===== config.mk =====
export PLATFORM = sky130hd
export DESIGN_NAME = hcbp_pack
export DESIGN_NICKNAME = d
export VERILOG_FILES = /design/src/rtl/core/hcbp_pkg.sv /design/src/rtl/core/hcbp_pack.sv
export SDC_FILE = /design/constraint.sdc
export NUM_CORES = 1
export LEC_CHECK = 0
export BUFFER_PORTS_ARGS = -buffer_cell sky130_fd_sc_hd__buf_2
export CAP_MARGIN = 20
export CORE_ASPECT_RATIO = 0.7
export CORE_MARGIN = 8
export CORE_UTILIZATION = 54
export DETAILED_ROUTE_END_ITERATION = 12
export PLACE_DENSITY = 0.88
export SLEW_MARGIN = 20
export SYNTH_ARGS = -nofsm -noshare
export SYNTH_HDL_FRONTEND = slang
export SYNTH_SLANG_ARGS = --single-unit

===== constraint.sdc =====
create_clock -name clk -period 3.1 [get_ports clk]
set_input_delay 0.62 -clock clk [delete_from_list [all_inputs] [get_ports clk]]
set_output_delay 0.62 -clock clk [all_outputs]
set_load 0.1 [all_outputs]

===== src/rtl/core/hcbp_pkg.sv =====
package hcbp_pkg;

  localparam int SYMBOLS      = 256;
  localparam int ADDR_W       = $clog2(SYMBOLS);
  localparam int MAX_CODE_LEN = 32;
  localparam int CODE_W       = 32;
  localparam int LEN_W        = 6;
  localparam int MAX_BYTES    = 4;
  localparam int BCNT_W       = 3;
  localparam int WIN_W        = CODE_W + 8;

  typedef enum logic [1:0] {
    REQ_LOAD   = 2'd0,
    REQ_ENCODE = 2'd1,
    REQ_FLUSH  = 2'd2,
    REQ_NONE   = 2'd3
  } req_t;

  // code word is stored MSB-aligned, bits below the length are zero
  typedef struct packed {
    logic [LEN_W-1:0]  len;
    logic [CODE_W-1:0] code;
  } entry_t;

  typedef struct packed {
    logic [MAX_BYTES-1:0][7:0] bytes;
    logic [BCNT_W-1:0]         cnt;
  } burst_t;

endpackage


===== src/rtl/core/hcbp_pack.sv =====
module hcbp_pack (
  input  logic               clk,
  input  logic               rst,
  input  logic               in_valid,
  input  hcbp_pkg::req_t     in_kind,
  output logic               in_ready,
  input  hcbp_pkg::entry_t   entry,
  input  logic               ob_free,
  output logic               push,
  output hcbp_pkg::burst_t   burst
);

  logic                         s1_valid;
  hcbp_pkg::req_t               s1_kind;
  logic [6:0]                   pbits;
  logic [2:0]                   pcount;
  logic [6:0]                   pbits_next;
  logic [2:0]                   pcount_next;
  logic [7:0]                   p8;
  logic [hcbp_pkg::WIN_W-1:0]   win;
  logic [hcbp_pkg::WIN_W-1:0]   win_sh;
  logic [hcbp_pkg::LEN_W-1:0]   total;
  logic [hcbp_pkg::BCNT_W-1:0]  nbytes;

  assign in_ready = !s1_valid || ob_free;
  assign push     = s1_valid && ob_free;

  // pending bits are held left-aligned, unused low bits zero
  always_comb begin
    p8     = {pbits, 1'b0};
    win    = {p8, hcbp_pkg::CODE_W'(0)} | ({entry.code, 8'b0} >> pcount);
    total  = hcbp_pkg::LEN_W'(pcount) + entry.len;
    nbytes = hcbp_pkg::BCNT_W'(total >> 3);
    win_sh = win << {nbytes, 3'b000};
    burst  = '0;
    pbits_next  = '0;
    pcount_next = '0;
    case (s1_kind)
      hcbp_pkg::REQ_ENCODE: begin
        for (int k = 0; k < hcbp_pkg::MAX_BYTES; k++) begin
          burst.bytes[k] = win[hcbp_pkg::WIN_W-1-8*k -: 8];
        end
        burst.cnt   = nbytes;
        pbits_next  = win_sh[hcbp_pkg::WIN_W-1 -: 7];
        pcount_next = total[2:0];
      end
      hcbp_pkg::REQ_FLUSH: begin
        burst.bytes[0] = p8;
        burst.cnt      = (pcount != 3'd0) ? hcbp_pkg::BCNT_W'(1) : '0;
      end
      default: begin
        pbits_next  = pbits;
        pcount_next = pcount;
      end
    endcase
  end

  always_ff @(posedge clk) begin
    if (rst) begin
      s1_valid <= 1'b0;
      s1_kind  <= hcbp_pkg::REQ_NONE;
      pbits    <= '0;
      pcount   <= '0;
    end else begin
      if (in_ready) begin
        s1_valid <= in_valid;
        s1_kind  <= in_kind;
      end
      if (push) begin
        pbits  <= pbits_next;
        pcount <= pcount_next;
      end
    end
  end

endmodule


Word-level counts from Yosys, hierarchy flattened. Cells that the tools add are included.

$add $sub $neg: 1. Equality and inequality tests: 2. Shift operators: 2. Mux-type cells: 5. Bitwise operators: 1. Reductions and logical operators: 6.

Operators by type and width (count): 40-bit bitwise OR (1); 40-bit by 6-bit << shifter with 40-bit output (1); 40-bit by 3-bit right shift with 40-bit output (1); 24-bit two-way mux (1); 11-bit case mux with 2 select lines (1); 7-bit case mux with 2 select lines (1); 3-bit by 6-bit adder with 6-bit output (1); 3-bit case mux with 2 select lines (1); 3-bit nonzero test (1); 2-bit by 1-bit == test with 1-bit output (second input constant) (1); 2-bit == test (second input constant) (1); 2-bit AND reduction (1); 2-bit nonzero test (1); 1-bit logical AND (1); 1-bit logical NOT (1); 1-bit logical OR (1); 1-bit two-way mux (1).

Register bits after elaboration: 13. Bits of input ports: 44. Output and inout bits: 37. Word-level logic and storage cells: 21.

Depth between registers and ports, before layout.
Word-level depth: 4. Depth in mapped cells: 9. Gate-level depth less buffers: 8.

Worst setup path after synthesis. OpenSTA, ideal clock, no wires.

Path kind: register to output. From: register pcount[1]. To: output port burst[16] in the netlist's numbering. Arrival time: 3453 ps. Data required time: 2480 ps. Slack: -973 ps. Stages on the path, launching flop included: 7. Buffers on the path: 3. Cell sequence: dfxtp_1 buf_6 buf_6 buf_6 nor2_1 or2_2 a211oi_1.

RTL lines: from (decl) (RTL line hcbp_pack.sv:16) `logic [2:0] pcount;`; from (signal assigned) (RTL line hcbp_pack.sv:71) `pcount <= pcount_next;`; to (decl) (RTL line hcbp_pack.sv:10) `output hcbp_pkg::burst_t burst`.

==> reports/qor.txt <==
======================================================================================
Number of antenna violations at the first check in global routing .......            0
Mux contribution to synthesized area ....................................        28.5%
Count of cells resized by post-cts repair ...............................            0
Pin count of the biggest net entering global routing ....................           44
Wire length of the first global-routing pass ............................     16700 um
XOR/XNOR share of the synthesized area ..................................        1.81%
Design Power ............................................................   0.000954 W
Data arrival time of the critical path ..................................      2.33 ns
Crit path from ..........................................................    pcount[2]
Via count of the first global-routing pass ..............................         3293
Final worst clock skew ..................................................   0.00429 ns
I/O pin count ...........................................................           81
Startpoint kind of the worst setup timing path ..........................         flop
Die outline height ......................................................      76.6 um
Post-CTS repair timing setup buffer count ...............................            0
Critical Setup Path Class ...............................................      reg2out
Width of the chip .......................................................       103 um
Count of clock tree sinks ...............................................           13
Leading area contributor after synthesis ................................ sky130_fd_sc_hd__mux2i_1
Critical-path cell with the highest stage delay ......................... sky130_fd_sc_hd__a221oi_1
Antenna diode count .....................................................            0
Detail-routed via count per cell ........................................         6.91
Final global-route overflow total .......................................            0
Count of different cell masters after synthesis .........................           68
Register bit total from synthesis .......................................           13
Critical-path cell list ................................................. buf_4, mux2_2, a221oi_1, nor2_1, buf_2
Post-place setup slack ..................................................     0.106 ns
Min Clock Period, post-route ............................................      2.95 ns
Post-synth top area share ...............................................        10.6%
Avg Synthesized Cell Area ...............................................     7.74 um2
Stage delay of the slowest cell on the critical path ....................      0.50 ns
Highest attainable clock frequency ......................................      339 MHz
Reg clk slew, reported paths ............................................      0.06 ns
Maximum capacitance violations ..........................................            0
Nets ....................................................................          485
Fin worst setup slack ...................................................     0.148 ns
Result of the run ....................................................... finished clean
Commonest register cell after synthesis ................................. sky130_fd_sc_hd__dfxtp_1
Area fraction in compound gates after synthesis .........................        25.2%
Netlist Area Pre-Place ..................................................     2830 um2
Number of cells produced by synthesis ...................................          366
Worst path bufs/invs ....................................................            2
Violation count after the first detailed-routing iteration ..............          667
Count of nets left with antenna violations after detail routing .........            0
Sum of negative setup slack .............................................         0 ns
CP max FO ...............................................................           20
Fraction of the core area covered by cells at the end of the flow .......        73.2%
Aggregate global-route resource usage ...................................        26.2%
Initial standard-cell utilization of the core ...........................        55.0%
Drt wl/cell .............................................................      21.1 um
Insertion delay to the later sink of the worst-skew pair ................      0.25 ns
Number of remaining DRC errors ..........................................            0
Worst max-slew margin expressed relative to the limit ...................        57.9%
Worst Tran Pin Value ....................................................     0.615 ns
Port Buf Inserts ........................................................           80
Setup repair after global routing missed its margin .....................           no
Simple logic cell fraction of the synthesized area ......................        22.9%
Fraction of the mapped netlist area in adder cells ......................        2.92%
Weighted congestion reported at the end of routability-driven placement .         1.18
Wire length reported by the detailed router .............................     10700 um
Number of pins exceeding their max-slew limit in the final report .......            0
TritonCTS clock tree ....................................................        built
Worst-case clock buffer depth ...........................................            2
Reg2reg start ...........................................................    pcount[0]
Cell leakage power ......................................................      1.48 nW
Cell Pwr Density ........................................................   253 nW/um2
H-tree depth ............................................................            1
First drt pass iteration count ..........................................            8
Placeable core region ...................................................     5150 um2
HP Start ................................................................     pbits[4]
Setup crit end kind ..................................................... primary output
HPWL Detailed ...........................................................      8330 um
Number of enable-type register cells in the synthesized netlist .........            0
Via count ...............................................................         3496
Data required time at the worst endpoint ................................      2.48 ns
TritonCTS buffer count ..................................................            3
Cell type group with the largest total delay on the critical path ....... buffers and inverters
Final number of setup-violating endpoints ...............................            0
Post-synthesis sequential area ratio ....................................        9.19%
Synth cell count leaders ................................................ sky130_fd_sc_hd__nor2_1 (37), sky130_fd_sc_hd__nand2_1 (33), sky130_fd_sc_hd__mux2i_1 (30)
Post-route fraction of the period consumed by the critical path .........        95.2%
Synth-to-layout area growth .............................................        33.1%
Row count ...............................................................           22
Peak VDD IR .............................................................     0.174 mV
Share of flip-flops with an asynchronous set or reset after synthesis ...           0%
Count of synthesis-stage warnings from yosys ............................            0
Clock root buffer master ................................................ sky130_fd_sc_hd__clkbuf_8
Dominant combinational cell family by area after synthesis .............. multiplexers
Die outline area ........................................................     7850 um2
Synth top area cells .................................................... sky130_fd_sc_hd__mux2i_1 (11%), sky130_fd_sc_hd__dfxtp_1 (9.2%), sky130_fd_sc_hd__mux4_2 (8.0%)
Share of cells above drive strength 1 ...................................        35.3%
Number of hold buffers added after cts ..................................            0
HP Class ................................................................      reg2reg
Cell with the most instances after synthesis ............................ sky130_fd_sc_hd__nor2_1
Total nets after synthesis ..............................................          416
Endpoints failing hold ..................................................            0
======================================================================================
-- path summary, 6_finish.rpt --
path                            cells past startpoint  slack (ns)         to
worst min-delay path                                2        0.49   pbits[4]
worst max register to register                      9        0.36   pbits[3]
worst min register to register                      2        0.49   pbits[4]
worst max-delay path                                5        0.15  burst[15]
-- power by group --
group,internal [W],switching (W),leakage [nW]
Clock,0.0000910,0.0000697,0.0228
Combinational,0.000211,0.000404,1.35
Sequential,0.000173,0.00000542,0.106
-- cell type report --
class	instances	area (um2)
multi-input combinational	311	2360
sequential	13	262
timing repair buffer	94	957
fill	379	1380
inverter	12	48.8
tap	72	90.1
clock buffer	4	45.0
-- layout by cell type, fill, tap and decap left out, drive strengths merged, types with 12 or more instances in the layout --
cell type,n
nor2,38
buf,94
dfxtp,13
nand2,33
nor3,13
o22ai,12
mux2i,31
mux2,23
a21oi,23
o21ai,17
-- tightest hold or removal path, delay by kind of cell, from the launching register on --
family             cells  cell delay, ns
AOI/OAI and AO/OA      1            0.05
DFF                    1            0.32
and+or+nand+nor        1            0.07
-- sequential cells by signal, indices dropped and copies added, names as in the netlist --
name and cells:
pbits 7, s1_kind 2, pcount 3, s1_valid 1
-- cell families after synthesis --
family,count (synthesis)
buf+inv,42
xor+xnor,5
simple gates,134
compound gates,102
fa+ha+maj,6
mux,64
flops,13
-- metal layers --
| layer | GRT usage, % | wire length, um | vias to the layer above |
|---|---|---|---|
| met2 | 39.7 | 4600 | 342 |
| met3 | 9.58 | 1710 | 73 |
| met1 | 33.4 | 3910 | 1572 |
| li1 | - | - | 1509 |
| met4 | 7.88 | 439 | 0 |
| met5 | 0 | 0 | - |
-- per-stage QoR --
step	area [um2]	hold slack, ns	instances
after floorplan	2890	0.437	366
after global placement	3710	0.454	502
after detailed placement	3710	0.461	502
after CTS	3760	0.483	506
after global routing	3770	0.498	506
final	3770	0.488	506
Power figures use the tool's default switching activity.
