==> src/rtl/core/hcbp_pkg.sv <==
package hcbp_pkg;

  localparam int SYMBOLS      = 256;
  localparam int ADDR_W       = $clog2(SYMBOLS);
  localparam int MAX_CODE_LEN = 32;
  localparam int CODE_W       = 32;
  localparam int LEN_W        = 6;
  localparam int MAX_BYTES    = 4;
  localparam int BCNT_W       = 3;
  localparam int WIN_W        = CODE_W + 8;

  typedef enum logic [1:0] {
    REQ_LOAD   = 2'd0,
    REQ_ENCODE = 2'd1,
    REQ_FLUSH  = 2'd2,
    REQ_NONE   = 2'd3
  } req_t;

  // code word is stored MSB-aligned, bits below the length are zero
  typedef struct packed {
    logic [LEN_W-1:0]  len;
    logic [CODE_W-1:0] code;
  } entry_t;

  typedef struct packed {
    logic [MAX_BYTES-1:0][7:0] bytes;
    logic [BCNT_W-1:0]         cnt;
  } burst_t;

endpackage

==> src/rtl/core/hcbp_obuf.sv <==
module hcbp_obuf (
  input  logic             clk,
  input  logic             rst,
  input  logic             push,
  input  hcbp_pkg::burst_t burst,
  output logic             ob_free,
  output logic             out_valid,
  input  logic             out_ready,
  output logic [7:0]       out_byte,
  output logic             out_last
);

  logic [hcbp_pkg::MAX_BYTES-1:0][7:0] q;
  logic [hcbp_pkg::BCNT_W-1:0]         cnt;

  assign out_valid = cnt != '0;
  assign out_byte  = q[0];
  assign out_last  = cnt == hcbp_pkg::BCNT_W'(1);
  assign ob_free   = (cnt == '0) || (out_last && out_ready);

  always_ff @(posedge clk) begin
    if (rst) begin
      cnt <= '0;
    end else if (push) begin
      cnt <= burst.cnt;
    end else if (out_valid && out_ready) begin
      cnt <= cnt - hcbp_pkg::BCNT_W'(1);
    end
  end

  always_ff @(posedge clk) begin
    if (push) begin
      q <= burst.bytes;
    end else if (out_valid && out_ready) begin
      q <= q >> 8;
    end
  end

endmodule

==> config.mk <==
export PLATFORM = sky130hd
export DESIGN_NAME = hcbp_obuf
export DESIGN_NICKNAME = d
export VERILOG_FILES = /design/src/rtl/core/hcbp_pkg.sv /design/src/rtl/core/hcbp_obuf.sv
export SDC_FILE = /design/constraint.sdc
export NUM_CORES = 1
export LEC_CHECK = 0
export ABC_AREA = 1
export BUFFER_PORTS_ARGS = -buffer_cell sky130_fd_sc_hd__buf_2
export CAP_MARGIN = 20
export CORE_UTILIZATION = 45
export CTS_CLUSTER_SIZE = 12
export DETAILED_ROUTE_END_ITERATION = 8
export HOLD_SLACK_MARGIN = 0.12
export PLACE_DENSITY_LB_ADDON = 0.12
export SYNTH_ARGS = -nofsm -noshare
export SYNTH_HDL_FRONTEND = slang
export SYNTH_SLANG_ARGS = --single-unit
==> constraint.sdc <==
create_clock -name clk -period 1.8 [get_ports clk]
set_input_delay 0 -clock clk [delete_from_list [all_inputs] [get_ports clk]]
set_output_delay 0 -clock clk [all_outputs]
set_load 0.02 [all_outputs]
; Word level (Yosys, flattened, before mapping)
; Cells that the tools add are included.
[totals]
output_inout_bits = 11
reg_bits = 35
in_bits = 39
elab_cells = 17
[classes]
reduce_logical = 6
eq_ne = 1
add_sub_neg = 1
n_mux = 4
[op_table]
columns = cell, n
row1 = $mux W32, 2
row2 = $mux W3, 2
row3 = $eq A3 B1 Y1 const B, 1
row4 = $logic_not A3 Y1, 1
row5 = $reduce_bool A3 Y1, 1
row6 = $sub A3 B1 Y3 const B, 1
row7 = $logic_and A1 B1 Y1, 2
row8 = $reduce_bool A2 Y1, 1
row9 = $logic_or A1 B1 Y1, 1

; Longest topological paths before layout
; Gate-level depths: netlist (run 1).
[logic_depth]
word_depth = 4
depth_mapped = 8
depth_no_buf = 8

; Worst setup path before layout (run 1)
; No wires, ideal clock.
[synth_timing]
path_kind = register -> register
from = reg cnt[0] (netlist bit)
to = reg q (netlist bit out_byte[0]) (enable)
n_path_buf = 0
arrival_ns = 1.452
synth_period_minus_slack_ns = 1.839
slack_ns = -0.039
setup_time_ns = 0.387
required_time_ns = 1.413
path_stages_with_launch = 6
path_cell_list = dfxtp_1 > inv_1 > ha_1 > nand2_4 > a21oi_2 > inv_1
[synth_between]
elab_chain_len = 3
[synth_lines]
columns = element, line
row1 = start: declaration, hcbp_obuf.sv:14  ; logic [hcbp_pkg::BCNT_W-1:0] cnt;
row2 = start signal: assignment, hcbp_obuf.sv:25  ; cnt <= burst.cnt;
row3 = start signal: assignment, hcbp_obuf.sv:27  ; cnt <= cnt - hcbp_pkg::BCNT_W'(1);
row4 = $reduce_bool A3 Y1, hcbp_obuf.sv:16  ; assign out_valid = cnt != '0;
row5 = named net out_valid, hcbp_obuf.sv:7  ; output logic out_valid,
row6 = $logic_and A1 B1 Y1, hcbp_obuf.sv:34  ; end else if (out_valid && out_ready) begin
row7 = $reduce_bool A2 Y1 (no line), -
row8 = end signal: assignment, hcbp_obuf.sv:33  ; q <= burst.bytes;
row9 = end signal: assignment, hcbp_obuf.sv:35  ; q <= q >> 8;
row10 = end: declaration, hcbp_obuf.sv:13  ; logic [hcbp_pkg::MAX_BYTES-1:0][7:0] q;
; The timed path passes the listed nets, and every way through them passes these cells.
; A chain may end at the register's enable or synchronous reset.

; Worst setup path in the final report (run 1)
[layout_timing]
from = reg cnt[0] (netlist bit)
to = reg cnt[2] (netlist bit)
[layout_between]
elab_chain_len = 3
word_cells_on_any_way = 6
cone_classes = add/sub: 1 / mux: 2 / reduce/logical: 3
[layout_lines]
columns = element, line
row1 = $sub A3 B1 Y3 / $reduce_bool A3 Y1 (equally long branches), "hcbp_obuf.sv:27, hcbp_obuf.sv:16"
row2 = $mux W3 / $logic_and A1 B1 Y1 (equally long branches), hcbp_obuf.sv:26  ; end else if (out_valid && out_ready) begin
row3 = $mux W3 / $reduce_bool A2 Y1 (equally long branches), -
; Parallel ways exist; a longest one is shown, timed or not. The select of a mux whose other input is x is not followed.

==> results of run 1 <==
timing repair:
item / 4_1_cts / 5_1_grt
resized for setup: 0 / 1
hold endpoints to repair: 35 / 0
hold buffers: 41 / 0
setup endpoints to repair: 0 / 3
setup buffers: 0 / 1
tightest hold or removal path: stages:
cell and delay (ns):
buf_2 0.22, nand2_1 0.10, nand2_1 0.04
stage by stage:
step                      worst slack, ns  hold WS, ns  cells  total power [uW]  cell area, um2
after floorplan                    0.0195        0.170    175              1270            1650
after global placement              0.320        0.256    258              1340            1870
after detailed placement            0.264        0.260    258              1350            1870
after CTS                          0.0814        0.172    307              1890            2350
after global routing              0.00579        0.205    308              1980            2370
final                              0.0967        0.188    308              1890            2370
worst max path at each step:
stage                        to  slack (ns)  cells past startpoint
floorplan           out_byte[0]        0.02                      5
global placement          q[26]        0.32                      6
detailed placement        q[26]        0.26                      6
CTS                      cnt[2]        0.08                      7
global route             cnt[2]       0.006                      8
finish                   cnt[2]         0.1                      8
area by class of cell:
type                            count  area [um2]
Fill cell                         268        1050
Inverter                           16        63.8
Sequential cell                    35        1020
Multi-Input combinational cell    110         467
Timing Repair Buffer               93         691
Clock buffer                        8        68.8
Tap cell                           46        57.6
cells in the final DEF (no fill, tap or decap), drive strengths merged:
master	instances
nand3	4
nor2	7
ha	3
edfxtp	32
dlygate4sd3	41
a21oi	1
dfxtp	3
buf	52
clkbuf	8
nand2	93
clkinvlp	1
o21ai	2
inv	15
state kept, by name (all words and copies together), names as in the netlist:
| register | count |
|---|---|
| cnt | 3 |
| out_byte | 8 |
| q | 24 |
kinds of logic after synthesis:
group	share of synthesized area [%]
and+or+nand+nor	24.4
buffers and inverters	10.3
adders and majority gates	2.27
DFF	61.9
AOI/OAI and AO/OA	1.14
power breakdown:
group	switching (uW)	internal [uW]
Sequential	24.3	1000
Combinational	208	184
Clock	246	230
Total	478	1410
per-layer routing:
layer | track usage [%] | up-vias | wire length [um]
li1 | - | 709 | -
met3 | 4.01 | 7 | 134
met4 | 9.30 | 0 | 53
met1 | 18.1 | 589 | 1350
met5 | 0 | - | 0
met2 | 31.9 | 38 | 1620
==> run metrics, run 1 <==
status=completed; total grt overflow=0; post-synth cell types=14; row count=21; fin crit period=1.70 ns; worst path required time=2.07 ns; Worst Hold Depth=3; Relative slew margins=70.1%; Die Ht=62.6 um; Setup Viol. Count Final=0; Pwr per Cell Area=799 nW/um2; H-tree depth=2; Starting Density=48.3%; DRT Pass-1 Iters=4; top post-synthesis cells by area=edfxtp_1, nand2_1, buf_4, dfxtp_1, inv_1; post-DP HPWL=1740 um; initial DRC count=81; post-synthesis net count=217; yosys warns=0; DR DRC count=0; initial antenna violation count=0; Max clock buf depth=2; Setup crit start kind=register; Global Route Usage Sum=17.4%; width of the die=62.6 um; core area=3420 um2; # diodes=0; CP max stage delay=0.56 ns; crit path from=cnt[0]; port buffer count=49; most frequent cell after synthesis=nand2_1; Synth Flop Type=edfxtp_1; Vias=1343; per-cell routed wire length=10.2 um; EDFF count, synth=32; CTS buffer count=5; DR vias/cell=4.36; crit path cell chain=inv_1 -> ha_1 -> nand2_4 -> nand2_1 -> nand3_1 -> nand2_1 -> dlygate4sd3_1 -> nor2_1; CP dominant cell by count=nand2_1; Worst R2R Setup Slack=0.1 ns; Worst Path Max Fanout=4; global-route wire length before repair=5190 um; Final nets=303; Cell Area, Synth=1650 um2; area share of the largest cell type after synthesis=58.2%; GP Congestion=0.792; IO Count=50; largest net degree at the start of global routing=33; CP delay by family, top=buffers and inverters; FF-to-FF Start=cnt[0]; Worst path slowest cell=dlygate4sd3_1; Clock Latency Late Sink=0.33 ns; die area=3910 um2; flops & latches, synth=35; top cells by count, synth=nand2_1, edfxtp_1, inv_1; Layout Skew=0.00716 ns; hold crit path type=input pin to register; Layout Area Growth over Synthesis=43.5%; final wirelength=3160 um; kind of critical path=register to register; syn avg cell area=9.43 um2; post-route ant nets=0; Crit. End Element=register; final slew viol count=0; Root Driver=clkbuf_4; setup TNS=0 ns; Slew @ Worst Pin=0.449 ns; Worst Path Buf+Inv=2; CTS Sinks=35; number of global-route vias before repair=1294; fmax=0.587 GHz; Fin. Hold Viols=0; post-synthesis sequential area ratio=61.9%; CTS tree=built; crit path DAT=1.98 ns; unrepaired setup endpoints after global routing=no; ys async rst share=0%; fin crit share=94.6%; post-synthesis cell count=175; Hold EP=out_byte[2]; VDD IR-drop max=0.486 mV; Worst Reg-to-Reg Cells=8; worst reg2reg endpoint=cnt[2]; layout cells sized above 1=24.4%; clock slew at reported path FFs=0.10 ns; Leak=0.00118 uW; post-synth top area cell=edfxtp_1; worst hold path startpoint=push; Final Core Density=69.3%; maxcap violations=0
No activity file was read; power rests on OpenSTA's default activity.
==> inputs of run 2 (changes only) <==
- RECOVER_POWER: default -> 50
==> run 2 against run 1 <==
Power down 0.26%; clock skew hardly changed; first-iteration DRC count is 8.6% lower; count of clock-buffer cells in the layout unchanged; combinational power down 1%; clock power about the same; worst hold slack got worse by 0.00078 ns; routed wire length barely moved; sequential power barely moved; critical path depth stayed put; setup slack improved by 0.010 ns; global-route usage stayed put; critical path type unchanged; critical endpoint unchanged; largest cell class unchanged.
==> run metrics, run 2 (synthesized netlist as in run 1, its figures left out) <==
Setup Viol. Count Final=0; fin crit period=1.69 ns; Leak=0.00117 uW; Worst Path Max Fanout=4; Clock Latency Late Sink=0.33 ns; Final nets=303; Starting Density=48.3%; Max clock buf depth=2; crit path from=cnt[0]; fin crit share=94.0%; setup TNS=0 ns; per-cell routed wire length=10.2 um; total grt overflow=0; Sequential cell area=1020 um2; CTS Sinks=35; port buffer count=49; H-tree depth=2; Root Driver=clkbuf_4; Setup crit start kind=register; Pwr per Cell Area=800 nW/um2; kind of critical path=register to register; GP Congestion=0.792; CTS buffer count=5; final slew viol count=0; post-DP HPWL=1740 um; largest net degree at the start of global routing=33; final wirelength=3150 um; core area=3420 um2; maxcap violations=0; area occupied by multi-input gates=467 um2; Final Core Density=69.1%; row count=21; layout cells sized above 1=22.1%; DRT Pass-1 Iters=4; most common cell after layout, fill and taps aside=nand2_1; Die Ht=62.6 um; DR DRC count=0; # diodes=0; most frequent cells in the layout=nand2_1, buf_2, dlygate4sd3_1, edfxtp_1, inv_1; Layout Area Growth over Synthesis=43.1%; DR vias/cell=4.36; IO Count=50; clock slew at reported path FFs=0.10 ns; Crit. End Element=register; crit path DAT=1.96 ns; initial DRC count=74; Global Route Usage Sum=17.4%; number of fill cells in the layout=264; unrepaired setup endpoints after global routing=no; global-route wire length before repair=5190 um; fmax=0.591 GHz; status=completed; Relative slew margins=70.1%; Vias=1344; post-route ant nets=0; Layout Skew=0.00714 ns; worst hold path startpoint=push; VDD IR-drop max=0.485 mV; worst path required time=2.07 ns; Slew @ Worst Pin=0.448 ns; Worst R2R Setup Slack=0.11 ns; FF-to-FF Start=cnt[0]; Hold Slack=0.187 ns; initial antenna violation count=0; number of global-route vias before repair=1294; Top reg by flops=q; CTS tree=built; hold crit path type=input pin to register; Largest register FFs=24; die area=3910 um2; Fin. Hold Viols=0; width of the die=62.6 um
==> run 2: routing by layer <==
metal / share of wire, % / track usage, % / up-vias
li1: - / - / 709
met1: 42 / 18.1 / 590
met2: 52 / 31.9 / 38
met3: 4.2 / 4.01 / 7
met4: 1.7 / 9.30 / 0
met5: 0 / 0 / -
==> run 2: final cells by class <==
| type | count | share of cell area (%) |
|---|---|---|
| timing repair buffer | 93 | 28.9 |
| sequential | 35 | 43.2 |
| multi-input combinational | 110 | 19.8 |
| clock buffer | 8 | 2.91 |
| tap | 46 | 2.44 |
| inverter | 16 | 2.70 |
==> run 2: timing repair <==
action	CTS	global route
hold buffers	41	0
hold endpoints to repair	35	0
gates resized for setup	0	1
buffers inserted	0	1
endpoints found under the setup margin	0	3
==> run 2: path summary, 6_finish.rpt <==
path             to  cells past startpoint
min           q[14]                      3
max          cnt[2]                      8
max reg2reg  cnt[2]                      8
min reg2reg   q[14]                      2
==> run 2: worst max-delay path, stage by stage (launching register included) <==
cell           delay (ns)
dfxtp_1              0.36
inv_1                0.08
ha_1                 0.23
nand2_4              0.10
nand2_1              0.09
nand3_1              0.08
nand2_1              0.06
dlygate4sd3_1        0.56
nor2_1               0.09
==> run 2: through the flow <==
| stage | power (uW) | std cells | cell area [um2] | setup WS (ns) |
|---|---|---|---|---|
| after floorplan | 1270 | 175 | 1650 | 0.0195 |
| after global routing | 1980 | 308 | 2360 | 0.00579 |
| final | 1890 | 308 | 2360 | 0.107 |
| after global placement | 1340 | 258 | 1870 | 0.320 |
| after detailed placement | 1350 | 258 | 1870 | 0.264 |
| after CTS | 1890 | 307 | 2350 | 0.0814 |
==> run 2: where the power goes <==
part,switching [uW],total (uW),internal [uW]
combinational,208,387,180
clock,245,475,230
sequential,24.8,1030,1000
total,478,1890,1410
